<file path="config.mk">
export PLATFORM = sky130hd
export DESIGN_NAME = harmonic_trig_recurrence
export DESIGN_NICKNAME = d
export VERILOG_FILES = /design/src/htr_pkg.sv /design/src/htr_datapath.sv /design/src/htr_controller.sv /design/src/harmonic_trig_recurrence.sv
export VERILOG_INCLUDE_DIRS = /design/src /design/src/src
export SDC_FILE = /design/constraint.sdc
export NUM_CORES = 2
export LEC_CHECK = 0
export BUFFER_PORTS_ARGS = -buffer_cell sky130_fd_sc_hd__buf_2
export CORE_UTILIZATION = 45
export CTS_BUF_LIST = sky130_fd_sc_hd__clkbuf_2
export CTS_CLUSTER_SIZE = 30
export DETAILED_ROUTE_END_ITERATION = 10
export GPL_TIMING_DRIVEN = 0
export PLACE_DENSITY = 0.72
export SLEW_MARGIN = 20
export SYNTH_ARGS = -nofsm -noshare
export SYNTH_HDL_FRONTEND = slang
export SYNTH_SLANG_ARGS = --single-unit
</file>
<file path="constraint.sdc">
create_clock -name clk -period 15.6 [get_ports clk]
set_clock_uncertainty 0.15 [all_clocks]
set_input_delay 1.56 -clock clk [delete_from_list [all_inputs] [get_ports clk]]
set_output_delay 1.56 -clock clk [all_outputs]
set_load 0.005 [all_outputs]
</file>
<file path="src/harmonic_trig_recurrence_macros.svh">
// Assertion macros used by the harmonic generator controller.
`ifndef HARMONIC_TRIG_RECURRENCE_MACROS_SVH
`define HARMONIC_TRIG_RECURRENCE_MACROS_SVH

// Same-cycle implication, checked outside reset.
`define HTR_ASSERT_IMPL(label, clk, rst, ante, cons) \
  label: assert property (@(posedge clk) disable iff (rst) (ante) |-> (cons)) \
    else $error("harmonic generator: same-cycle check failed");

// Next-cycle implication, checked outside reset.
`define HTR_ASSERT_NEXT(label, clk, rst, ante, cons) \
  label: assert property (@(posedge clk) disable iff (rst) (ante) |=> (cons)) \
    else $error("harmonic generator: next-cycle check failed");

`endif

</file>
<file path="src/htr_pkg.sv">
`timescale 1ns / 1ps

package htr_pkg;

  // Data format: signed fixed point with two integer bits.
  localparam int DW = 32;
  localparam int FRAC_W = DW - 2;
  localparam int PROD_W = 2 * DW;
  localparam int ACC_W = PROD_W + 1;

  // Harmonic count range and index width.
  localparam int MAX_HARMONICS = 64;
  localparam int IDX_W = $clog2(MAX_HARMONICS);
  localparam int CNT_W = 7;
  localparam logic [CNT_W-1:0] COUNT_RESET = 7'd64;

  localparam logic signed [DW-1:0] FIX_ONE = {2'b01, {FRAC_W{1'b0}}};
  localparam logic signed [DW-1:0] FIX_ZERO = '0;
  localparam logic signed [ACC_W-1:0] ROUND_HALF =
    {{(ACC_W - FRAC_W){1'b0}}, 1'b1, {(FRAC_W - 1){1'b0}}};

  // Accumulator operation for one datapath step.
  typedef enum logic [1:0] {
    ACC_HOLD = 2'd0,
    ACC_INIT = 2'd1,
    ACC_SUB  = 2'd2,
    ACC_ADD  = 2'd3
  } acc_op_t;

  // Commands from the controller to the datapath.
  typedef struct packed {
    logic    load_in;
    logic    emit;
    logic    step_k;
    logic    load_base;
    logic    mul_en;
    logic    a_is_ps;
    logic    b_is_bs;
    acc_op_t acc_op;
    logic    wr_pc;
    logic    wr_ps;
  } htr_cmd_t;

  // Status from the datapath to the controller.
  typedef struct packed {
    logic out_free;
    logic is_last;
    logic k_is_zero;
  } htr_sts_t;

  // Shift out the fraction bits of a rounded sum and saturate to DW bits.
  function automatic logic signed [DW-1:0] shift_sat(input logic signed [ACC_W-1:0] v);
    logic signed [ACC_W-1:0] sh;
    logic signed [DW-1:0] res;
    sh = v >>> FRAC_W;
    if (sh[ACC_W-1:DW-1] == {(ACC_W - DW + 1){sh[ACC_W-1]}}) begin
      res = sh[DW-1:0];
    end else if (sh[ACC_W-1]) begin
      res = {1'b1, {(DW - 1){1'b0}}};
    end else begin
      res = {1'b0, {(DW - 1){1'b1}}};
    end
    return res;
  endfunction

endpackage

</file>
<file path="src/htr_datapath.sv">
`timescale 1ns / 1ps

module htr_datapath (
  input  logic                           clk,
  input  logic                           rst,
  input  htr_pkg::htr_cmd_t              cmd,
  output htr_pkg::htr_sts_t              sts,
  input  logic                           cfg_valid,
  input  logic [htr_pkg::CNT_W-1:0]      harmonic_count,
  input  logic signed [htr_pkg::DW-1:0]  base_cos,
  input  logic signed [htr_pkg::DW-1:0]  base_sin,
  output logic                           out_valid,
  input  logic                           out_ready,
  output logic signed [htr_pkg::DW-1:0]  cos_multiple,
  output logic signed [htr_pkg::DW-1:0]  sin_multiple,
  output logic [htr_pkg::IDX_W-1:0]      harmonic_index,
  output logic                           last_pair
);
  import htr_pkg::*;

  logic [CNT_W-1:0] count_reg;
  logic [IDX_W-1:0] last_idx;
  logic [IDX_W-1:0] last_idx_next;
  logic [IDX_W-1:0] k;
  logic signed [DW-1:0] bc;
  logic signed [DW-1:0] bs;
  logic signed [DW-1:0] pc;
  logic signed [DW-1:0] ps;
  logic signed [DW-1:0] mul_a;
  logic signed [DW-1:0] mul_b;
  logic signed [PROD_W-1:0] prod;
  logic signed [ACC_W-1:0] prod_ext;
  logic signed [ACC_W-1:0] acc;

  // Configuration register; the port is always ready.
  always_ff @(posedge clk) begin
    if (rst) begin
      count_reg <= COUNT_RESET;
    end else if (cfg_valid) begin
      count_reg <= harmonic_count;
    end
  end

  // Clamp the count to one through the maximum and keep the final index.
  always_comb begin
    if (count_reg == '0) begin
      last_idx_next = '0;
    end else if (count_reg > CNT_W'(MAX_HARMONICS)) begin
      last_idx_next = IDX_W'(MAX_HARMONICS - 1);
    end else begin
      last_idx_next = IDX_W'(count_reg - CNT_W'(1));
    end
  end

  // Base angle, running pair and harmonic counter.
  always_ff @(posedge clk) begin
    if (cmd.load_in) begin
      bc       <= base_cos;
      bs       <= base_sin;
      pc       <= FIX_ONE;
      ps       <= FIX_ZERO;
      k        <= '0;
      last_idx <= last_idx_next;
    end else begin
      if (cmd.step_k) begin
        k <= k + IDX_W'(1);
      end
      if (cmd.load_base) begin
        pc <= bc;
        ps <= bs;
      end
      if (cmd.wr_pc) begin
        pc <= shift_sat(acc);
      end
      if (cmd.wr_ps) begin
        ps <= shift_sat(acc);
      end
    end
  end

  // Shared multiplier with a registered product.
  assign mul_a = cmd.a_is_ps ? ps : pc;
  assign mul_b = cmd.b_is_bs ? bs : bc;

  always_ff @(posedge clk) begin
    if (cmd.mul_en) begin
      prod <= mul_a * mul_b;
    end
  end

  // Accumulator for the exact sum of two products plus the rounding half.
  assign prod_ext = {prod[PROD_W-1], prod};

  always_ff @(posedge clk) begin
    case (cmd.acc_op)
      ACC_INIT: acc <= prod_ext + ROUND_HALF;
      ACC_SUB:  acc <= acc - prod_ext;
      ACC_ADD:  acc <= acc + prod_ext;
      default:  acc <= acc;
    endcase
  end

  // Output register; a pair waits here until its transfer completes.
  always_ff @(posedge clk) begin
    if (rst) begin
      out_valid <= 1'b0;
    end else if (cmd.emit) begin
      out_valid <= 1'b1;
    end else if (out_ready) begin
      out_valid <= 1'b0;
    end
  end

  always_ff @(posedge clk) begin
    if (cmd.emit) begin
      cos_multiple   <= pc;
      sin_multiple   <= ps;
      harmonic_index <= k;
      last_pair      <= (k == last_idx);
    end
  end

  // Status for the controller.
  assign sts.out_free  = !out_valid || out_ready;
  assign sts.is_last   = (k == last_idx);
  assign sts.k_is_zero = (k == '0);

endmodule

</file>
<file path="src/htr_controller.sv">
`timescale 1ns / 1ps
`include "harmonic_trig_recurrence_macros.svh"

module htr_controller (
  input  logic              clk,
  input  logic              rst,
  input  logic              in_valid,
  output logic              in_ready,
  input  htr_pkg::htr_sts_t sts,
  output htr_pkg::htr_cmd_t cmd
);
  import htr_pkg::*;

  typedef enum logic [6:0] {
    S_IDLE = 7'b0000001,
    S_EMIT = 7'b0000010,
    S_P0   = 7'b0000100,
    S_P1   = 7'b0001000,
    S_P2   = 7'b0010000,
    S_P3   = 7'b0100000,
    S_P4   = 7'b1000000
  } state_t;

  state_t state;
  state_t state_next;
  logic   wr_ps_step;

  always_ff @(posedge clk) begin
    if (rst) begin
      state <= S_IDLE;
    end else begin
      state <= state_next;
    end
  end

  // Sequencing: emit a pair, then six multiply and accumulate steps per
  // later pair. The last step is folded into the emit state entry below.
  always_ff @(posedge clk) begin
    if (rst) begin
      wr_ps_step <= 1'b0;
    end else begin
      wr_ps_step <= (state == S_P4);
    end
  end

  always_comb begin
    state_next  = state;
    in_ready    = 1'b0;
    cmd         = '0;
    cmd.acc_op  = ACC_HOLD;
    unique case (state)
      S_IDLE: begin
        in_ready = 1'b1;
        if (in_valid) begin
          cmd.load_in = 1'b1;
          state_next  = S_EMIT;
        end
      end
      S_EMIT: begin
        // The sine update of the previous step lands before any emit.
        cmd.wr_ps = wr_ps_step;
        if (sts.out_free && !wr_ps_step) begin
          cmd.emit = 1'b1;
          if (sts.is_last) begin
            state_next = S_IDLE;
          end else begin
            cmd.step_k = 1'b1;
            if (sts.k_is_zero) begin
              cmd.load_base = 1'b1;
            end else begin
              state_next = S_P0;
            end
          end
        end
      end
      S_P0: begin
        cmd.mul_en = 1'b1;
        state_next = S_P1;
      end
      S_P1: begin
        cmd.acc_op  = ACC_INIT;
        cmd.mul_en  = 1'b1;
        cmd.a_is_ps = 1'b1;
        cmd.b_is_bs = 1'b1;
        state_next  = S_P2;
      end
      S_P2: begin
        cmd.acc_op  = ACC_SUB;
        cmd.mul_en  = 1'b1;
        cmd.b_is_bs = 1'b1;
        state_next  = S_P3;
      end
      S_P3: begin
        cmd.wr_pc   = 1'b1;
        cmd.acc_op  = ACC_INIT;
        cmd.mul_en  = 1'b1;
        cmd.a_is_ps = 1'b1;
        state_next  = S_P4;
      end
      S_P4: begin
        cmd.acc_op = ACC_ADD;
        state_next = S_EMIT;
      end
      default: begin
        state_next = S_IDLE;
      end
    endcase
  end

  // Checks on the sequencing.
  `HTR_ASSERT_IMPL(a_emit_needs_room, clk, rst, cmd.emit, sts.out_free)
  `HTR_ASSERT_IMPL(a_no_product_before_base, clk, rst, state == S_P0, !sts.k_is_zero)
  `HTR_ASSERT_NEXT(a_accept_goes_emit, clk, rst, in_valid && in_ready, state == S_EMIT)
  `HTR_ASSERT_NEXT(a_last_goes_idle, clk, rst, cmd.emit && sts.is_last, state == S_IDLE)
  `HTR_ASSERT_IMPL(a_ps_write_not_with_emit, clk, rst, cmd.wr_ps, !cmd.emit)

endmodule

</file>
<file path="src/harmonic_trig_recurrence.sv">
`timescale 1ns / 1ps
// Harmonic cosine/sine generator by repeated complex rotation.
// Input channel (in_valid/in_ready): one base angle as base_cos and base_sin,
// signed with two integer bits. An input transfer starts one burst of
// harmonic_count pairs (cos k*a, sin k*a), k = 0 upward, on the output channel
// (out_valid/out_ready) with harmonic_index = k and last_pair on the final one.
// Configuration channel (cfg_valid/cfg_ready, always ready): harmonic_count,
// clamped to 1..64; write it only while no burst is in progress.
// After the input transfer, the first pair passes the emit state and then
// the output register. Pairs 0 and 1 need no products; every later pair is
// formed from four products on one shared 32x32 multiplier, two accumulated
// sums and the emit, and its products start only after the previous emit.
// One angle is in work at a time; in_ready rises once the last pair of the
// burst is in the output register, so the next angle can be taken while that
// pair still waits for its transfer.
// When the receiver stalls, the pair holds in the output register and the
// sequencer waits before emitting the next one; nothing is dropped.
// Reset (rst, synchronous) empties the output register, returns to idle and
// sets harmonic_count to 64.
module harmonic_trig_recurrence (
  input  logic                          clk,
  input  logic                          rst,
  input  logic                          cfg_valid,
  output logic                          cfg_ready,
  input  logic [htr_pkg::CNT_W-1:0]     harmonic_count,
  input  logic                          in_valid,
  output logic                          in_ready,
  input  logic signed [htr_pkg::DW-1:0] base_cos,
  input  logic signed [htr_pkg::DW-1:0] base_sin,
  output logic                          out_valid,
  input  logic                          out_ready,
  output logic signed [htr_pkg::DW-1:0] cos_multiple,
  output logic signed [htr_pkg::DW-1:0] sin_multiple,
  output logic [htr_pkg::IDX_W-1:0]     harmonic_index,
  output logic                          last_pair
);
  import htr_pkg::*;

  htr_cmd_t cmd;
  htr_sts_t sts;

  // The count register takes a write in any cycle.
  assign cfg_ready = 1'b1;

  htr_controller u_ctrl (
    .clk      (clk),
    .rst      (rst),
    .in_valid (in_valid),
    .in_ready (in_ready),
    .sts      (sts),
    .cmd      (cmd)
  );

  htr_datapath u_dp (
    .clk            (clk),
    .rst            (rst),
    .cmd            (cmd),
    .sts            (sts),
    .cfg_valid      (cfg_valid),
    .harmonic_count (harmonic_count),
    .base_cos       (base_cos),
    .base_sin       (base_sin),
    .out_valid      (out_valid),
    .out_ready      (out_ready),
    .cos_multiple   (cos_multiple),
    .sin_multiple   (sin_multiple),
    .harmonic_index (harmonic_index),
    .last_pair      (last_pair)
  );

endmodule
</file>
-- After elaboration in Yosys (flattened, before gate mapping)
Cells that the tools add are included.
- register bits after elaboration: 356
- logic and storage cells: 82
- output and inout bits: 74
- eq/ne operators: 15
- order comparisons: 1
- add/subtract/negate cells: 5
- reduce and logical (&&, ||, !) cells: 14
- multiply operators: 1
- mux-type cells: 30
- operator list (cell ; number):
    $mux 32 ; 8
    $pmux 65 s3 ; 1
    $add 64x31->65 const B ; 1
    $add 65x64->65 ; 1
    $sub 65x64->65 ; 1
    $mul 32x32->64 ; 1
    $pmux 7 s7 ; 1
    $mux 7 ; 4
    $mux 1 ; 11
    $eq 7x1->1 const B ; 1
    $eq 7x2->1 const B ; 1
    $eq 7x3->1 const B ; 1
    $eq 7x4->1 const B ; 1
    $eq 7x5->1 const B ; 1
    $eq 7x6->1 const B ; 1
    $eq 7x7->1 const B ; 1
    $gt 7x7->1 const B ; 1
    $logic_not 7->1 ; 1
    $add 6x1->6 const B ; 1
    $eq 6x6->1 ; 1
    $logic_not 6->1 ; 1
    $mux 3 ; 2
    $mux 6 ; 1
    $pmux 2 s3 ; 1
    16 further kinds ; 21

-- Logic depth before layout (Yosys ltp)
- word-level depth: 7
- depth in mapped cells: 36
- gate-level depth less buffers: 32

-- Hierarchy
From an unflattened synthesis, not the netlist that was laid out.
- cell total of the unflattened synthesis: 5713
- area, all modules: 55016.5 µm²
- by module, submodules not included (module ; cells an instance ; area an instance (µm²) ; instances ; seq. area each (µm²)):
    htr_datapath ; 5647 ; 54459.7 ; 1 ; 9669.3
    htr_controller ; 64 ; 545.5 ; 1 ; 160.2
    harmonic_trig_recurrence ; 2 ; 11.3 ; 1 ; 0.0

-- Worst setup path after synthesis
No wires, ideal clock.
- path kind: register to register
- from: reg u_ctrl.state[6]
- to: reg u_dp.prod[63] (data pin)
- cell stages (with the launch flop): 32
- period minus slack after synthesis: 9498 ps
- setup slack: 6102 ps
- arrival: 9088 ps
- required time: 15190 ps
- setup time: 260 ps
- path buffers: 3
- cells stage by stage: dfxtp_1 > nor4_1 > nand2b_1 > nor2_1 > buf_2 > mux2i_1 > clkbuf_1 > nor2_1 > fa_1 > inv_1 > fa_1 > inv_1 > fa_1 > fa_1 > inv_1 > fa_1 > inv_1 > fa_1 > inv_1 > fa_1 > inv_1 > fa_1 > ha_1 > clkbuf_1 > inv_1 > o21bai_1 > a221oi_1 > a21bo_2 > a311oi_2 > o21ai_1 > a221oi_2 > xnor2_1
- word-level cells in the longest chain between the ends: 5
- elaborated cells between the ends (all ways): 10
- RTL lines (item ; RTL line ; text):
    start: declaration ; htr_controller.sv:24 ; state_t state;
    start signal: assignment ; htr_controller.sv:32 ; state <= state_next;
    $eq 7x4->1, or another cell as far along ; htr_controller.sv:51 ; unique case (state)
    $reduce_or 2->1 (no line) ; - ;
    $mux 1 ; htr_controller.sv:51 ;
    $mux 32, on equally long branches ; htr_datapath.sv:82, htr_datapath.sv:83 ;
    $mul 32x32->64 (*) ; htr_datapath.sv:87 ; prod <= mul_a * mul_b;
    end signal: assignment ; htr_datapath.sv:87 ;
    end: declaration ; htr_datapath.sv:31 ; logic signed [PROD_W-1:0] prod;
Mark *: on every way between the ends. The rest lies on a longest branch, timed or not.
A chain may end at the register's enable or synchronous reset.

-- Worst setup path after layout
- from: reg u_ctrl.state[6]
- to: reg u_dp.prod[60] (data pin)
The elaborated chain is that of the path after synthesis.

==> impl_metrics.py <==
metrics = {
    "critical_path": {
        "crit_buf_inv": 10,
        "cpMaxStageDelayCell": "fa_1",
        "endpoint_kind": "flop",
        "critPathArrivalTime_ns": 14.36,
        "required_ns": 16.24,
        "crit_type": "reg -> reg",
        "cpLargestDelayFamily": "adder cells",
        "slowest_delay_ns": 1.01,
        "crit_fanout": 10,
        "crit_top_cell": "fa_1",
        "worstSetupStartpointType": "flop",
    },
    "yosys": {
        "synth_top_area_share": 0.395,
        "async_flop_share": 0,
        "synth_nets": 7153,
        "synth_common_cells": "fa_1, inv_1, nor2_1",
        "ys.flop_type": "edfxtp_1",
        "syn_area_um2": 54800,
        "synthTopCellsByArea": "fa_1, edfxtp_1, inv_1, ha_1, nor2_1",
        "yosysMostFrequentCell": "fa_1",
        "synthCells": 5740,
        "ys_ff_latch": 356,
        "ys.warnings.count": 0,
        "ys_types": 91,
        "avgSynthCellArea_um2": 9.55,
        "synth-edff-count": 270,
        "yosys.area.top_type": "fa_1",
        "yosysSeqAreaShare": 0.179,
    },
    "final_layout": {
        "drive_above_1_share": 0.0842,
        "fin_nets": 7415,
        "top_register": "u_dp.acc",
        "area_growth_pct": 8.13,
        "largest_reg_flops": 65,
        "multiInputGateArea_um2": 40500,
        "nFillCells": 11476,
        "top_regs": "u_dp.acc x65, u_dp.prod x64",
        "final-seq-area_um2": 9830,
    },
    "clocking": {
        "cts_root_buffer": "clkbuf_2",
        "cts_num_sinks": 356,
        "cts_inserted_buffers": 84,
        "clock_latency_ns": 1.16,
        "htreeDepth": 3,
        "cts_hold_buffers": 0,
        "cts_setup_buffers": 0,
        "clk_pin_slew_worst_paths_ns": 0.12,
        "cts.path.max_buffers": 3,
        "ctsResizeCount": 0,
        "cts_tree": "done",
    },
    "timing": {
        "tns_ns": 0,
        "fin_crit_ns": 13.72,
        "finalSetupViolations": 0,
        "worst_slew_pin_slew_ns": 1.39,
        "rsz0062_at_grt": "false",
        "maxSlewHeadroom": 0.0750,
        "fin_crit_sh": 0.880,
        "fmax_mhz": 72.9,
        "slew_violations": 0,
        "hold_violations": 0,
    },
    "placement": {
        "port_buffers": 147,
        "dpl.hpwl_mm": 179,
        "routabilityCongestion": 1.12,
    },
    "detailed_routing": {
        "dr.pass1.iters": 6,
        "first_iter_violations": 5357,
        "wl_per_cell_um": 28.9,
        "finalWirelength_mm": 222,
        "postRouteAntennaNets": 0,
        "routed_via_density": 5.83,
        "drc": 0,
        "vias": 44831,
    },
    "grt": {
        "grt_pass1_wl_mm": 315,
        "antenna_found_initial": 11,
        "first_global_vias": 45691,
        "grt_max_degree": 51,
        "grt_overflow": 0,
        "grtUsageTotal": 0.364,
    },
    "die": {
        "pin_count": 150,
        "std_cell_rows": 127,
        "fp.dieH_um": 351,
        "core_area_um2": 120000,
        "initial_utilization": 0.455,
        "die_w_um": 351,
        "die_area_um2": 123000,
    },
    "run": {
        "max_cap_violations": 0,
    },
    "run_status": {
        "status": "completed",
    },
    "worst_hold_path": {
        "hold_path_class": "reg -> reg",
    },
}
-- final timing paths --
path                   startpoint  slack [ns]  cells past startpoint                    end
setup / recovery  u_ctrl.state[6]        1.88                     31          u_dp.prod[60]
hold / removal        u_dp.pc[30]        0.38                      0  u_dp.cos_multiple[30]
setup reg to reg  u_ctrl.state[6]        1.88                     31          u_dp.prod[60]
hold reg to reg       u_dp.pc[30]        0.38                      0  u_dp.cos_multiple[30]
-- metrics by stage --
step	cell area (um2)	util	cells	hold slack [ns]	setup WS, ns
6_report	59300	0.492	7695	0.384	1.88
5_1_grt	59300	0.492	7683	0.373	1.66
4_1_cts	59200	0.492	7682	0.368	1.89
3_5_place_dp	58400	0.485	7528	0.337	1.95
3_3_place_gp	57600	0.478	7499	0.337	2.18
2_1_floorplan	54800	-	5740	0.296	6.10
-- metal layers --
layer  wire [um]  track usage  vias to the layer above
met2       93100        0.532                     2890
met1       80600        0.449                    22610
met4       18700        0.252                        4
met5          30            0                        -
met3       29500        0.130                      795
li1            -            -                    18532
-- placed cells by master, fill, tap and decap left out, types with 139 or more instances in the layout --
| cell type | netlist | routed |
|---|---|---|
| nand2_1 | 688 | 687 |
| buf_2 | 21 | 169 |
| xnor2_1 | 150 | 150 |
| nor2_1 | 743 | 743 |
| clkbuf_1 | 225 | 200 |
| edfxtp_1 | 270 | 270 |
| clkbuf_2 | 2 | 141 |
| a21oi_1 | 190 | 190 |
| o21ai_0 | 139 | 139 |
| ha_1 | 254 | 254 |
| fa_1 | 1083 | 1082 |
| inv_1 | 1015 | 1015 |
-- cell families (layout without fill, tap and decap cells) --
| logic type | Yosys count | count (layout) | synth area share |
|---|---|---|---|
| compound gates | 644 | 644 | 0.0756 |
| other cells | 1 | 14 | 0.0000684 |
| flops | 356 | 356 | 0.179 |
| buf+inv | 1290 | 1620 | 0.0890 |
| xor+xnor | 240 | 240 | 0.0383 |
| fa+ha+maj | 1339 | 1339 | 0.454 |
| mux | 196 | 196 | 0.0372 |
| simple gates | 1674 | 1674 | 0.127 |
-- cell type report --
class | count | area share
Antenna cell | 13 | 0.000549
Buffer | 274 | 0.0186
Clock buffer | 114 | 0.00962
Clock inverter | 40 | 0.00428
Inverter | 1016 | 0.0643
Multi-Input combinational cell | 4094 | 0.683
Sequential cell | 356 | 0.166
Tap cell | 1612 | 0.0340
Timing Repair Buffer | 176 | 0.0196
Power is left out: the tool's default activity adds up to more than one toggle a clock period on the data nets, which glitch-free logic cannot reach.
